[config.mk]
export PLATFORM = sky130hd
export DESIGN_NAME = bpr_back
export DESIGN_NICKNAME = d
export VERILOG_FILES = /design/src/sv/bpr_pkg.sv /design/src/sv/bpr_back.sv
export SDC_FILE = /design/constraint.sdc
export NUM_CORES = 1
export LEC_CHECK = 0
export BUFFER_PORTS_ARGS = -buffer_cell sky130_fd_sc_hd__buf_2
export CAP_MARGIN = 10
export CORE_MARGIN = 5
export CORE_UTILIZATION = 50
export CTS_CLUSTER_SIZE = 25
export DETAILED_ROUTE_END_ITERATION = 12
export GPL_ROUTABILITY_DRIVEN = 1
export GPL_TIMING_DRIVEN = 0
export PLACE_DENSITY_LB_ADDON = 0.25
export SLEW_MARGIN = 30
export SYNTH_ARGS = -nofsm -noshare
export SYNTH_HDL_FRONTEND = slang
export SYNTH_SLANG_ARGS = --single-unit
export TNS_END_PERCENT = 100
[constraint.sdc]
create_clock -name clk -period 3.4 [get_ports clk]
set_input_delay 1.02 -clock clk [delete_from_list [all_inputs] [get_ports clk]]
set_output_delay 1.02 -clock clk [all_outputs]
set_load 0.05 [all_outputs]
[src/sv/bpr_pkg.sv]
// bpr_pkg: shared constants for the bezier point rasterizer
// register indexes, write modes, default widths and queue sizing
// no dependencies
package bpr_pkg;

    localparam int DEFAULT_COORD_BITS  = 10;
    localparam int DEFAULT_T_FRAC_BITS = 16;

    localparam int NUM_CTRL_POINTS = 4;
    localparam int CFG_INDEX_BITS  = 3;

    typedef enum logic [CFG_INDEX_BITS-1:0] {
        REG_CTRL_POINT_0 = 3'd0,
        REG_CTRL_POINT_1 = 3'd1,
        REG_CTRL_POINT_2 = 3'd2,
        REG_CTRL_POINT_3 = 3'd3,
        REG_AA_ENABLE    = 3'd4
    } cfg_reg_t;

    localparam logic       MODE_GREEN    = 1'b0;
    localparam logic       MODE_WEIGHTED = 1'b1;
    localparam logic [7:0] WEIGHT_FULL   = 8'd255;

    localparam int QUEUE_DEPTH    = 4;
    localparam int QUEUE_PTR_BITS = 2;

    // emission step of one point
    typedef enum logic [1:0] {
        STEP_OWN  = 2'd0,
        STEP_X    = 2'd1,
        STEP_Y    = 2'd2,
        STEP_DIAG = 2'd3
    } step_t;

endpackage

[src/sv/bpr_back.sv]
// bpr_back: pixel write sequencer with output register
// depends on bpr_pkg
module bpr_back
    import bpr_pkg::*;
#(
    parameter int COORD_BITS = DEFAULT_COORD_BITS
)
(
    input  logic                    clk,
    input  logic                    rst_n,
    input  logic                    aa_enable,
    input  logic                    pop_valid,
    output logic                    pop_ready,
    input  logic [2*COORD_BITS+1:0] pop_data,
    output logic                    out_valid,
    input  logic                    out_ready,
    output logic [COORD_BITS+1:0]   out_x,
    output logic [COORD_BITS+1:0]   out_y,
    output logic                    out_mode,
    output logic [7:0]              out_weight,
    output logic                    out_last
);

    localparam int P_W = COORD_BITS + 2;

    logic                  load;
    logic                  busy_reg;
    step_t                 step_reg;
    logic [2*COORD_BITS+1:0] pt_reg;
    logic [2*COORD_BITS+1:0] pt;
    step_t                 step;
    logic [P_W-1:0]        base_x, base_y, nb_x, nb_y;
    logic                  valid_reg, mode_reg, last_reg;
    logic [P_W-1:0]        x_reg, y_reg;
    logic [7:0]            weight_reg;

    assign load      = !valid_reg || out_ready;
    assign pop_ready = load && !busy_reg;

    always_comb
    begin
        pt     = busy_reg ? pt_reg : pop_data;
        step   = busy_reg ? step_reg : STEP_OWN;
        base_x = {2'b00, pt[COORD_BITS-1:0]};
        base_y = {2'b00, pt[2*COORD_BITS-1:COORD_BITS]};
        nb_x   = base_x + (pt[2*COORD_BITS] ? {P_W{1'b1}} : P_W'(1));
        nb_y   = base_y + (pt[2*COORD_BITS+1] ? {P_W{1'b1}} : P_W'(1));
    end

    always_ff @(posedge clk or negedge rst_n)
    begin
        if (!rst_n)
        begin
            busy_reg  <= 1'b0;
            step_reg  <= STEP_OWN;
            valid_reg <= 1'b0;
        end
        else if (load)
        begin
            if (busy_reg || pop_valid)
            begin
                valid_reg <= 1'b1;
                unique case (step)
                    STEP_OWN:
                    begin
                        busy_reg <= aa_enable;
                        step_reg <= STEP_X;
                    end
                    STEP_X:    step_reg <= STEP_Y;
                    STEP_Y:    step_reg <= STEP_DIAG;
                    STEP_DIAG:
                    begin
                        busy_reg <= 1'b0;
                        step_reg <= STEP_OWN;
                    end
                    default:   step_reg <= STEP_OWN;
                endcase
            end
            else
                valid_reg <= 1'b0;
        end
    end

    always_ff @(posedge clk)
    begin
        if (load)
        begin
            if (!busy_reg)
                pt_reg <= pop_data;
            weight_reg <= WEIGHT_FULL;
            unique case (step)
                STEP_OWN:
                begin
                    x_reg    <= base_x;
                    y_reg    <= base_y;
                    mode_reg <= MODE_GREEN;
                    last_reg <= !aa_enable;
                end
                STEP_X:
                begin
                    x_reg    <= nb_x;
                    y_reg    <= base_y;
                    mode_reg <= MODE_WEIGHTED;
                    last_reg <= 1'b0;
                end
                STEP_Y:
                begin
                    x_reg    <= base_x;
                    y_reg    <= nb_y;
                    mode_reg <= MODE_WEIGHTED;
                    last_reg <= 1'b0;
                end
                STEP_DIAG:
                begin
                    x_reg    <= nb_x;
                    y_reg    <= nb_y;
                    mode_reg <= MODE_WEIGHTED;
                    last_reg <= 1'b1;
                end
                default:
                begin
                    x_reg    <= base_x;
                    y_reg    <= base_y;
                    mode_reg <= MODE_GREEN;
                    last_reg <= 1'b1;
                end
            endcase
        end
    end

    assign out_valid  = valid_reg;
    assign out_x      = x_reg;
    assign out_y      = y_reg;
    assign out_mode   = mode_reg;
    assign out_weight = weight_reg;
    assign out_last   = last_reg;

endmodule

==> metrics.txt <==
fin. max-slew vios=0; Remaining DRCs=0; global-route wire length before repair=around 12000 um; clock skew=approximately 0.0071 ns; post-synthesis sequential area ratio=47.9%; Die Height=roughly 90 um; n_diodes=0; synth top area cells=edfxtp_1, ha_1, mux2_2; Ports=63; reg2reg setup slack=0.21 ns; HPWL Detailed=5060 um; syn_area_per_cell=~11 sq um; status=finished clean; worst-path fanout max=12; clock tree buffer depth=2; Slowest-stage cell, CP=a2111oi_4; Site Rows=29; Worst setup EP type=register; Synth top area share=44.8%; CP required=3.46 ns; total number of vias=2392; Worst Path Arrival=3.25 ns; Worst-Margin Slew=0.639 ns; Post-synth ARST share=7.69%; Netlist Area Pre-Place=0.00322 sq mm; R2R cell count=10; CTS root buf=clkbuf_8; Hold WS=0.492 ns; vias in the first global route=2448; Commonest cells post-synth=edfxtp_1, nor2_1, a21oi_1; largest net degree at the start of global routing=28; Final Hold Fails=0; CP max stage delay=0.39 ns; CORE AREA=between 0.006 and 0.007 sq mm; minimum clock period=3.19 ns; max FFs per register=22; Die Area=0.00815 sq mm; initial antenna violation count=0; Routed WL=6920 um; Setup-failing EPs final=0; RSZ-0062 raised after global routing=false; Final Cycle Share=93.8%; Yosys warnings=0; die span in x=roughly 90 um; Port Buffers=54; Post CTS Setup Buffer Count=0; met2 Track Usage GR=between 20% and 30%; first drt pass iteration count=4; Initial Util=51.0%; worst min path class=primary input to async pin; cells along the critical path=buf_6 > clkbuf_4 > mux2i_2 > inv_2 > ha_1 > or2_2 > a2111oi_4 > nor2_2 > a311oi_2 > mux2i_1; Synth cell types=54; fraction of final layout cells sized beyond drive strength 1=about 30%; met1 Usage GRT=23.1%; drt via density=roughly 5.5; most used routing layer=met2; clk slew on worst S/H paths=0.10 ns; routed len/inst=16.0 um; Worst slew margin=57.3%; reg2reg start=busy_reg$_DFFE_PN0P_; biggest area consumer among synthesized cells=edfxtp_1; cells after synthesis=285; r2r endpoint=out_x[11]$_SDFFCE_PP0N_; Synth Register Bits=52; gpl congestion=slightly below 0.9; clk_lat worst skew=about 0.31 ns; Worst Setup Start Kind=register; Tot GR Track Use=between 10% and 20%; ANT nets after route=0; fillers=between 500 and 600; area growth from synthesis to layout=18.9%; GR Layer Usage met3=3.83%; CTS tree=built; DRT iter0 DRCs=125; critical path class=register to register; clk sinks=52; predominant post-synthesis flop cell=edfxtp_1; final net count=406; htree depth=2; Hold-fix buffers, CTS=0; # Max-Cap Violations=0; Post-synth EDFFs=between 40 and 50; cts bufs inserted=5; Max Fclk=0.314 GHz; count leader, synth=edfxtp_1; Congestion Overflow GR=0
[stage by stage]
stage	utilization [%]	TNS, ns	instance area [sq um]	setup slack [ns]	std cells
after CTS	60.3	0	3800	0.0424	432
after global placement	57.2	-3.34	3610	-0.402	423
after detailed placement	57.7	-4.36	3640	-0.459	424
final	60.6	0	3830	0.212	432
after global routing	60.6	0	3830	0.0394	432
after floorplan	-	0	3250	0.0819	292
[cell families (layout without fill, tap and decap cells)]
logic type,after synthesis,count (layout),share of synthesized area (%)
mux,27,27,9.36
other cells,1,8,0.116
xor+xnor,8,8,2.18
fa+ha+maj,25,25,10.2
flops,52,52,47.9
compound gates,65,65,14.3
simple gates,75,75,11.1
buf+inv,32,95,4.90
[worst max-delay path by stage]
stage                         startpoint                 endpoint  slack (ns)  depth (start not counted)
finish              busy_reg$_DFFE_PN0P_  out_x[11]$_SDFFCE_PP0N_        0.21                         10
global route                pop_data[21]  out_y[11]$_SDFFCE_PP0N_        0.04                         10
CTS                 busy_reg$_DFFE_PN0P_  out_x[11]$_SDFFCE_PP0N_        0.04                         10
detailed placement          pop_data[21]       out_y[9]$_DFFE_PN_       -0.46                         10
global placement            pop_data[21]  out_y[11]$_SDFFCE_PP0N_       -0.40                         10
floorplan                   pop_data[21]  out_y[11]$_SDFFCE_PP0N_        0.08                          9
[critical path, delay by kind of cell, from the launching register on]
| family | cells | cell delay (ns) |
|---|---|---|
| AOI/OAI and AO/OA | 2 | 0.70 |
| muxes | 2 | 0.47 |
| DFF | 1 | 0.36 |
| and+or+nand+nor | 2 | 0.47 |
| adders and majority gates | 1 | 0.28 |
| buffers and inverters | 3 | 0.66 |
[cell usage in the layout (no fill, tap or decap), types with 3 or more instances in the layout]
cell type	instances
clkbuf_1	6
a21oi_1	24
xnor2_1	5
nor2b_1	3
a21o_1	8
conb_1	8
xor2_1	3
o21ai_0	4
nand3_1	3
mux2i_1	5
inv_2	4
nor2_1	27
nand2_1	18
bufinv_16	3
a211oi_1	3
dfrtp_1	4
o31ai_1	4
buf_4	8
nor3_1	6
edfxtp_1	48
clkbuf_8	5
inv_1	10
ha_1	23
o21a_1	5
mux2_2	18
a31oi_1	3
buf_2	54
[layer usage]
layer	share of wire, %	wire, um
met1	46	3160
met2	46	3200
met3	6.2	426
met4	1.8	127
met5	0	0
[what timing repair did]
item | CTS | global route
setup endpoints to repair | 13 | 8
resized for setup | 5 | 7
endpoints found under the hold margin | 0 | 0
[cell type report]
class,instances,area [sq um],area share (%)
Tap cell,77,96.3,2.52
Inverter,15,56.3,1.47
Timing Repair Buffer,55,298,7.78
Clock inverter,3,90.1,2.35
Sequential cell,52,1540,40.3
Buffer,17,106,2.78
Multi-Input combinational cell,208,1570,41.0
Clock buffer,5,68.8,1.80
Power is left out: the tool's default activity adds up to more than one toggle a clock period on the data nets, which glitch-free logic cannot reach.
