`src/sv/bpr_pkg.sv`:
```
// bpr_pkg: shared constants for the bezier point rasterizer
// register indexes, write modes, default widths and queue sizing
// no dependencies
package bpr_pkg;

    localparam int DEFAULT_COORD_BITS  = 10;
    localparam int DEFAULT_T_FRAC_BITS = 16;

    localparam int NUM_CTRL_POINTS = 4;
    localparam int CFG_INDEX_BITS  = 3;

    typedef enum logic [CFG_INDEX_BITS-1:0] {
        REG_CTRL_POINT_0 = 3'd0,
        REG_CTRL_POINT_1 = 3'd1,
        REG_CTRL_POINT_2 = 3'd2,
        REG_CTRL_POINT_3 = 3'd3,
        REG_AA_ENABLE    = 3'd4
    } cfg_reg_t;

    localparam logic       MODE_GREEN    = 1'b0;
    localparam logic       MODE_WEIGHTED = 1'b1;
    localparam logic [7:0] WEIGHT_FULL   = 8'd255;

    localparam int QUEUE_DEPTH    = 4;
    localparam int QUEUE_PTR_BITS = 2;

    // emission step of one point
    typedef enum logic [1:0] {
        STEP_OWN  = 2'd0,
        STEP_X    = 2'd1,
        STEP_Y    = 2'd2,
        STEP_DIAG = 2'd3
    } step_t;

endpackage

```
`src/sv/bpr_queue.sv`:
```
// bpr_queue: small fifo between the curve pipeline and the write sequencer
// depends on bpr_pkg
module bpr_queue
    import bpr_pkg::*;
#(
    parameter int DATA_W = 2*DEFAULT_COORD_BITS + 2
)
(
    input  logic              clk,
    input  logic              rst_n,
    input  logic              push_valid,
    output logic              push_ready,
    input  logic [DATA_W-1:0] push_data,
    output logic              pop_valid,
    input  logic              pop_ready,
    output logic [DATA_W-1:0] pop_data
);

    logic [DATA_W-1:0]       mem [QUEUE_DEPTH];
    logic [QUEUE_PTR_BITS-1:0] wr_ptr_reg, rd_ptr_reg;
    logic [QUEUE_PTR_BITS:0]   count_reg;
    logic                      push, pop;

    assign push_ready = count_reg != QUEUE_PTR_BITS'(0) + (QUEUE_PTR_BITS+1)'(QUEUE_DEPTH);
    assign pop_valid  = count_reg != '0;
    assign push       = push_valid && push_ready;
    assign pop        = pop_valid && pop_ready;
    assign pop_data   = mem[rd_ptr_reg];

    always_ff @(posedge clk or negedge rst_n)
    begin
        if (!rst_n)
        begin
            wr_ptr_reg <= '0;
            rd_ptr_reg <= '0;
            count_reg  <= '0;
        end
        else
        begin
            if (push)
                wr_ptr_reg <= wr_ptr_reg + 1'b1;
            if (pop)
                rd_ptr_reg <= rd_ptr_reg + 1'b1;
            if (push && !pop)
                count_reg <= count_reg + 1'b1;
            else if (pop && !push)
                count_reg <= count_reg - 1'b1;
        end
    end

    always_ff @(posedge clk)
    begin
        if (push)
            mem[wr_ptr_reg] <= push_data;
    end

endmodule

```
`config.mk`:
```
export PLATFORM = sky130hd
export DESIGN_NAME = bpr_queue
export DESIGN_NICKNAME = d
export VERILOG_FILES = /design/src/sv/bpr_pkg.sv /design/src/sv/bpr_queue.sv
export SDC_FILE = /design/constraint.sdc
export NUM_CORES = 1
export LEC_CHECK = 0
export BUFFER_PORTS_ARGS = -buffer_cell sky130_fd_sc_hd__buf_2
export CAP_MARGIN = 20
export CORE_MARGIN = 2
export CORE_UTILIZATION = 30
export CTS_BUF_LIST = sky130_fd_sc_hd__clkbuf_2
export CTS_CLUSTER_SIZE = 24
export DETAILED_ROUTE_END_ITERATION = 12
export GPL_ROUTABILITY_DRIVEN = 1
export SKIP_CTS_REPAIR_TIMING = 1
export SYNTH_ARGS = -nofsm -noshare
export SYNTH_HDL_FRONTEND = slang
export SYNTH_SLANG_ARGS = --single-unit
```
`constraint.sdc`:
```
create_clock -name clk -period 2.3 [get_ports clk]
set_input_delay 0.46 -clock clk [delete_from_list [all_inputs] [get_ports clk]]
set_output_delay 0.46 -clock clk [all_outputs]
set_load 0.01 [all_outputs]
```
==> results of run 1 <==
[power groups by stage]
stage	registers (uW)	clock network, uW	logic, uW
after CTS	2440	810	1810
after global routing	2460	877	2160
final	2430	769	1980
after global placement	2460	0	1790
after detailed placement	2480	0	1800
after floorplan	2430	0	1180
[cells in the mapped netlist]
cell type	number
xor2_1	2
or3_1	1
dfrtp_1	7
buf_6	1
and2_1	4
xnor2_1	4
fa_1	1
inv_1	3
mux4_1	4
mux2_2	2
mux4_2	18
nor2_1	2
ha_1	5
nand3_1	1
buf_2	2
buf_12	2
edfxtp_1	88
a21boi_2	1
nand2_1	2
[layout make-up]
class,count,area share
multi-input combinational,47,0.167
timing repair buffer,64,0.108
antenna,1,0.000580
inverter,3,0.00261
tap,147,0.0426
clock buffer,10,0.0116
sequential,95,0.653
clock inverter,6,0.0142
[worst max-delay path, delay by kind of cell, from the launching register on]
kind                   cells  cell delay (ns)
multiplexers               1             0.54
flip-flops                 1             0.50
buffers and inverters      2             0.32
[how the worst min path moves through the flow]
stage,start,cells after the start,endpoint,slack [ns]
floorplan,rst_n,0,count_reg[0],0.16
detailed placement,rst_n,1,count_reg[2],0.30
global route,push_data[4],1,mem[1][4],0.04
finish,push_data[6],1,mem[0][6],0.12
CTS,rst_n,1,wr_ptr_reg[1],-0.35
global placement,rst_n,1,count_reg[0],0.30
[cells by family (layout without fill, tap and decap cells)]
family | Yosys count | after routing
flip-flops | 95 | 95
multiplexers | 24 | 24
AND/OR/NAND/NOR | 10 | 10
buffers and inverters | 8 | 83
adder cells (fa/ha/maj) | 6 | 6
XOR/XNOR | 6 | 6
AO/OA/AOI/OAI | 1 | 1
other | 0 | 1
[routing by layer]
metal | up-vias | share of wire
li1 | 750 | -
met1 | 853 | 0.45
met2 | 45 | 0.47
met3 | 9 | 0.058
met4 | 0 | 0.013
met5 | - | 0
[stage by stage]
step | power (uW) | setup WS [ns]
floorplan | 3610 | 0.286
detailed placement | 4280 | 0.253
global placement | 4250 | 0.279
finish | 5180 | -0.0408
global route | 5500 | -0.166
CTS | 5060 | -0.211
==> summary.txt, run 1 <==
Layout
  – Area occupied by multi-input gates: 719 um2
  – Flip-flop and latch area: 2820 um2
  – Most common cell after layout, fill and taps aside: edfxtp_1
  – Final Cell Area: 4310 um2
  – Finished Layout Cells: 373
  – Max FFs per register: 88
  – Final net count: 252
  – Most frequent cells in the layout: edfxtp_1, buf_2, mux4_2, buf_6, buf_4
  – Fillers: 1124
  – Core Util, Final: 0.362
  – Area growth from synthesis to layout: 19.1%
  – Layout cells sized above 1: 0.453

Route
  – Iteration-0 DRC Markers: 108
  – DRC: 0
  – 1st-pass router iterations: 4
  – Post-DR wirelength/cell: ~17 um
  – Vias: between 1500 and 2000
  – DRT Wirelength: 6.40 mm
  – Vias/cell: 4.44
  – Post-route ant nets: 0

Clocking
  – H-tree lvl count: 3
  – Worst-path clk slew: 0.24 ns
  – CTS buffer count: 9
  – Num Clock Sinks: between 90 and 100
  – CTS max path bufs: 2
  – Clk root buf: clkbuf_2
  – Clock Latency Late Sink: 0.53 ns
  – CTS tree: yes

Placement
  – Port Buffers: 49
  – Dpl cells: 354
  – Placed Area: roughly 4100 um2
  – Post-DP HPWL: about 4.2 mm
  – Routability cong.: 0.698

Power
  – Sequential power share: 0.469
  – Maximum vdd drop: 0.000675 V
  – Switching Share: 0.305
  – Sw power: around 1600 uW
  – Pleak: 0.00151 uW
  – Int Pwr: roughly 3600 uW
  – Clk pwr share: 0.149
  – PwrDens: about 1200 nW/um2
  – Gate power share: 0.383

Floorplanning
  – Initial Util: 0.304
  – Core ar.: between 10000 and 15000 um2
  – Die area: between 10000 and 15000 um2
  – Row count: 40
  – Die width: 114 um
  – Die Y-Extent: about 110 um
  – Top-level I/O count: 50

GRT
  – Largest net degree at the start of global routing: 18
  – GR Util met3: 0.0452
  – Busiest grt layer: met2
  – Overall Global Routing Usage: 0.105
  – First-pass GRT wire length: 9.89 mm
  – Vias in the first global route: 1810
  – M2 GR Usage: 0.168
  – Initial antenna violation count: 1
  – Total grt overflow: 0
  – Global Route met1 Usage: 0.132

Worst setup path
  – Slowest cell on the critical path: mux4_2
  – Worst reg2reg path depth: 8
  – CP arrival: approximately 1.9 ns
  – Worst reg2reg setup slack: 0.19 ns
  – Critical path origin: rd_ptr_reg[0]
  – CP Cell Sequence: buf_12, mux4_2, buf_6
  – CP endpoint: pop_data[16]
  – Slowest stage delay, CP: 0.54 ns
  – Worst r2r dst: count_reg[2]
  – Startpoint Class: register
  – Worst EP required: 1.84 ns
  – Crit path max fanout: 11
  – Critical R2R Launch: count_reg[1]
  – CP Capture Type: output port
  – WS Path Type: register to output port

Status
  – Outcome: finished, violations left
  – Failing checks: negative setup slack

STA
  – Tmin final: ~2.3 ns
  – Crit share post-route: 1.02
  – Final Setup Violations: 14
  – Worst clock skew: roughly 0.018 ns
  – Hold Slack: between 0.1 and 0.15 ns
  – PnR worst setup slack: -0.0408 ns
  – Post-Route Setup TNS: -0.246 ns
  – Peak Freq: roughly 0.43 GHz
  – Max_slew headroom: 0.803
  – RSZ-0062 raised after global routing: true
  – Hold Vio Cnt, Final: 0
  – Slew Limit Fails: 0
  – Slew @ Worst Pin: slightly below 0.3 ns

Job
  – Max-cap viol count: 0

Yosys
  – Syn_area_per_cell: 24.1 um2
  – Cell Area, Synth: between 3000 and 4000 um2
  – Post-synthesis simple-gate area fraction: 0.0142
  – Post-synth top area cell: edfxtp_1
  – Compound-Gate Fraction of Synth Area: 0.00311
  – Top post-synthesis cells by area: edfxtp_1, mux4_2, dfrtp_1
  – Number of distinct library cells after synthesis: 19
  – Post-Synthesis Cells: 150
  – Post-synth top area share: 0.730
  – Register bit total from synthesis: 95
  – Post-synthesis mux area share: 0.147
  – Post-synthesis adder-cell area fraction: 0.0228
  – Synthesis Warnings: 0
  – Sequential fraction of the synthesis area: 0.778
  – XOR/XNOR Fraction of Synth Area: 0.0145
  – Largest family of logic cells by synthesized area: multiplexers
  – Syn Nets: 182

Min path
  – Hold Path Class: primary input to register
Power figures use the tool's default switching activity.
==> run 2: changes to the inputs <==
Settings changed: CTS_BUF_LIST sky130_fd_sc_hd__clkbuf_2 to not set, GPL_TIMING_DRIVEN set to 0.
==> summary.txt, run 2 (synthesized netlist as in run 1, its figures left out) <==
Worst setup path
  – CP arrival: 1.69 ns (was 1.88 ns)
  – Worst reg2reg setup slack: 0.17 ns (was 0.19 ns)
  – CP Capture Type: output port (unchanged)
  – CP Cell Sequence: buf_6, buf_12, mux4_2, buf_2 (was buf_12, mux4_2, buf_6)
  – Slowest stage delay, CP: 0.53 ns (was 0.54 ns)
  – Crit path max fanout: 10 (was 11)
  – Critical path origin: rd_ptr_reg[0] (unchanged)
  – Startpoint Class: register (unchanged)
  – Worst reg2reg path depth: 8 (unchanged)
  – Worst EP required: 1.84 ns (about the same)
  – WS Path Type: register to output port (unchanged)
  – Critical R2R Launch: count_reg[1] (unchanged)
  – Worst r2r dst: count_reg[2] (unchanged)
  – Slowest cell on the critical path: mux4_2 (unchanged)

GRT
  – First-pass GRT wire length: 9.50 mm (was 9.89 mm)
  – Total grt overflow: 0 (unchanged)
  – Initial antenna violation count: 0 (was 1)
  – Vias in the first global route: 1663 (was 1810)
  – Global Route met1 Usage: 0.124 (was 0.132)
  – Overall Global Routing Usage: 0.103 (was 0.105)
  – GR Util met3: 0.0414 (was 0.0452)
  – Busiest grt layer: met2 (unchanged)
  – M2 GR Usage: 0.168 (about the same)
  – Largest net degree at the start of global routing: 18 (unchanged)

STA
  – Final Setup Violations: 0 (was 14)
  – Slew @ Worst Pin: 0.711 ns (was 0.295 ns)
  – Max_slew headroom: 0.526 (was 0.803)
  – Crit share post-route: 0.935 (was 1.02)
  – Tmin final: 2.15 ns (was 2.34 ns)
  – Hold Vio Cnt, Final: 0 (unchanged)
  – PnR worst setup slack: 0.149 ns (was -0.0408 ns)
  – RSZ-0062 raised after global routing: false (was true)
  – Worst clock skew: 0.00881 ns (was 0.0181 ns)
  – Post-Route Setup TNS: 0 ns (was -0.246 ns)
  – Slew Limit Fails: 0 (unchanged)
  – Peak Freq: 0.465 GHz (was 0.427 GHz)

Route
  – Vias: 1642 (was 1657)
  – Post-DR wirelength/cell: 17.2 um (was 17.1 um)
  – Vias/cell: 4.47 (was 4.44)
  – Post-route ant nets: 0 (unchanged)
  – DRT Wirelength: 6.31 mm (was 6.40 mm)
  – Iteration-0 DRC Markers: 121 (was 108)
  – DRC: 0 (unchanged)
  – 1st-pass router iterations: 4 (unchanged)

Layout
  – Layout cells sized above 1: 0.427 (was 0.453)
  – Area growth from synthesis to layout: 22.5% (was 19.1%)
  – Most common cell after layout, fill and taps aside: edfxtp_1 (unchanged)
  – N_diodes: 0 (was 1)
  – Most frequent cells in the layout: edfxtp_1, buf_2, mux4_2, clkbuf_16, dfrtp_1 (was edfxtp_1, buf_2, mux4_2, buf_6, buf_4)
  – Area occupied by multi-input gates: 731 um2 (was 719 um2)
  – Fillers: 1101 (was 1124)
  – Max FFs per register: 88 (unchanged)
  – Flip-flop and latch area: 2820 um2 (about the same)
  – Final net count: 247 (was 252)

Placement
  – Pre-CTS WS: 0.206 ns (was 0.253 ns)
  – Routability cong.: 0.661 (was 0.698)
  – Port Buffers: 49 (unchanged)
  – Post-DP HPWL: 4.16 mm (was 4.24 mm)

Status
  – Outcome: finished clean (was finished, violations left)

Power
  – Int Pwr: 4030 uW (was 3600 uW)
  – Maximum vdd drop: 0.000710 V (was 0.000675 V)
  – Sequential power share: 0.430 (was 0.469)
  – Pleak: 0.00156 uW (was 0.00151 uW)
  – Switching Share: 0.286 (was 0.305)
  – Clk pwr share: 0.253 (was 0.149)
  – Sw power: 1610 uW (was 1580 uW)
  – PwrDens: 1270 nW/um2 (was 1200 nW/um2)
  – Gate power share: 0.318 (was 0.383)

Job
  – Max-cap viol count: 0 (unchanged)

Clocking
  – H-tree lvl count: 3 (unchanged)
  – Clock Latency Late Sink: 0.33 ns (was 0.53 ns)
  – Worst-path clk slew: 0.07 ns (was 0.24 ns)
  – CTS max path bufs: 2 (unchanged)
  – CTS tree: yes (unchanged)
  – Clk root buf: clkbuf_16 (was clkbuf_2)
  – CTS buffer count: 9 (unchanged)
  – Num Clock Sinks: 95 (unchanged)

Floorplanning
  – Die Y-Extent: 114 um (unchanged)
  – Die width: 114 um (unchanged)
  – Die area: 13000 um2 (unchanged)
  – Top-level I/O count: 50 (unchanged)
  – Core ar.: 11900 um2 (unchanged)
  – Row count: 40 (unchanged)
  – Initial Util: 0.304 (unchanged)

Min path
  – Hold Path Class: primary input to register (unchanged)
  – Hold endpoint: mem[3][1] (was mem[0][6])
  – Hold Path Origin: push_data[1] (was push_data[6])
  – Cells on Worst Hold Path: 1 (unchanged)
-- run 2: cell count changes in the layout (fill, tap and decap cells not counted), sizes merged --
cell / before / now
diode: 1 / 0
clkinv: 3 / 4
clkinvlp: 2 / 1
buf: 63 / 58
-- run 2: worst max path at each step --
stage	cells after the start	slack [ns]	to
3_5_place_dp	8	0.21	count_reg[2]
5_1_grt	3	0.06	pop_data[5]
4_1_cts	3	0.12	pop_data[5]
2_1_floorplan	8	0.29	count_reg[2]
3_3_place_gp	3	-0.02	mem[2][21]
6_report	4	0.15	pop_data[5]
-- run 2: area by class of cell --
class                   instances  area share
flip-flops and latches         95       0.635
clock inverters                 6      0.0138
well taps                     147      0.0415
plain buffers                   5      0.0138
clock buffers                  10      0.0516
repair buffers                 54      0.0767
multi-input cells              47       0.165
inverters                       3     0.00254
-- run 2: worst max-delay path, delay by kind of cell, from the launching register on --
family	cells	cell delay (ns)
buffers and inverters	3	0.47
DFF	1	0.34
muxes	1	0.53
-- run 2: stage by stage --
stage / hold slack [ns] / instances / power (uW) / instance area, um2 / util
floorplan: 0.164 / 150 / 3610 / 3620 / -
global placement: 0.303 / 346 / 4190 / 4050 / 0.340
detailed placement: 0.309 / 350 / 4320 / 4140 / 0.347
CTS: -0.0579 / 366 / 5760 / 4430 / 0.372
global route: 0.326 / 367 / 5950 / 4440 / 0.372
finish: 0.340 / 367 / 5650 / 4440 / 0.372
-- run 2: metal layers --
layer,share of wire,up-vias
met2,0.50,43
met4,0.011,0
met1,0.43,850
li1,-,744
met3,0.052,5
met5,0,-
-- run 2: power by group through the flow --
stage	Clock [uW]	Combinational, uW	Sequential, uW
after floorplan	0	1180	2430
after global placement	0	1730	2460
after detailed placement	0	1850	2470
after CTS	1470	1860	2430
after global routing	1540	1950	2460
final	1430	1790	2430
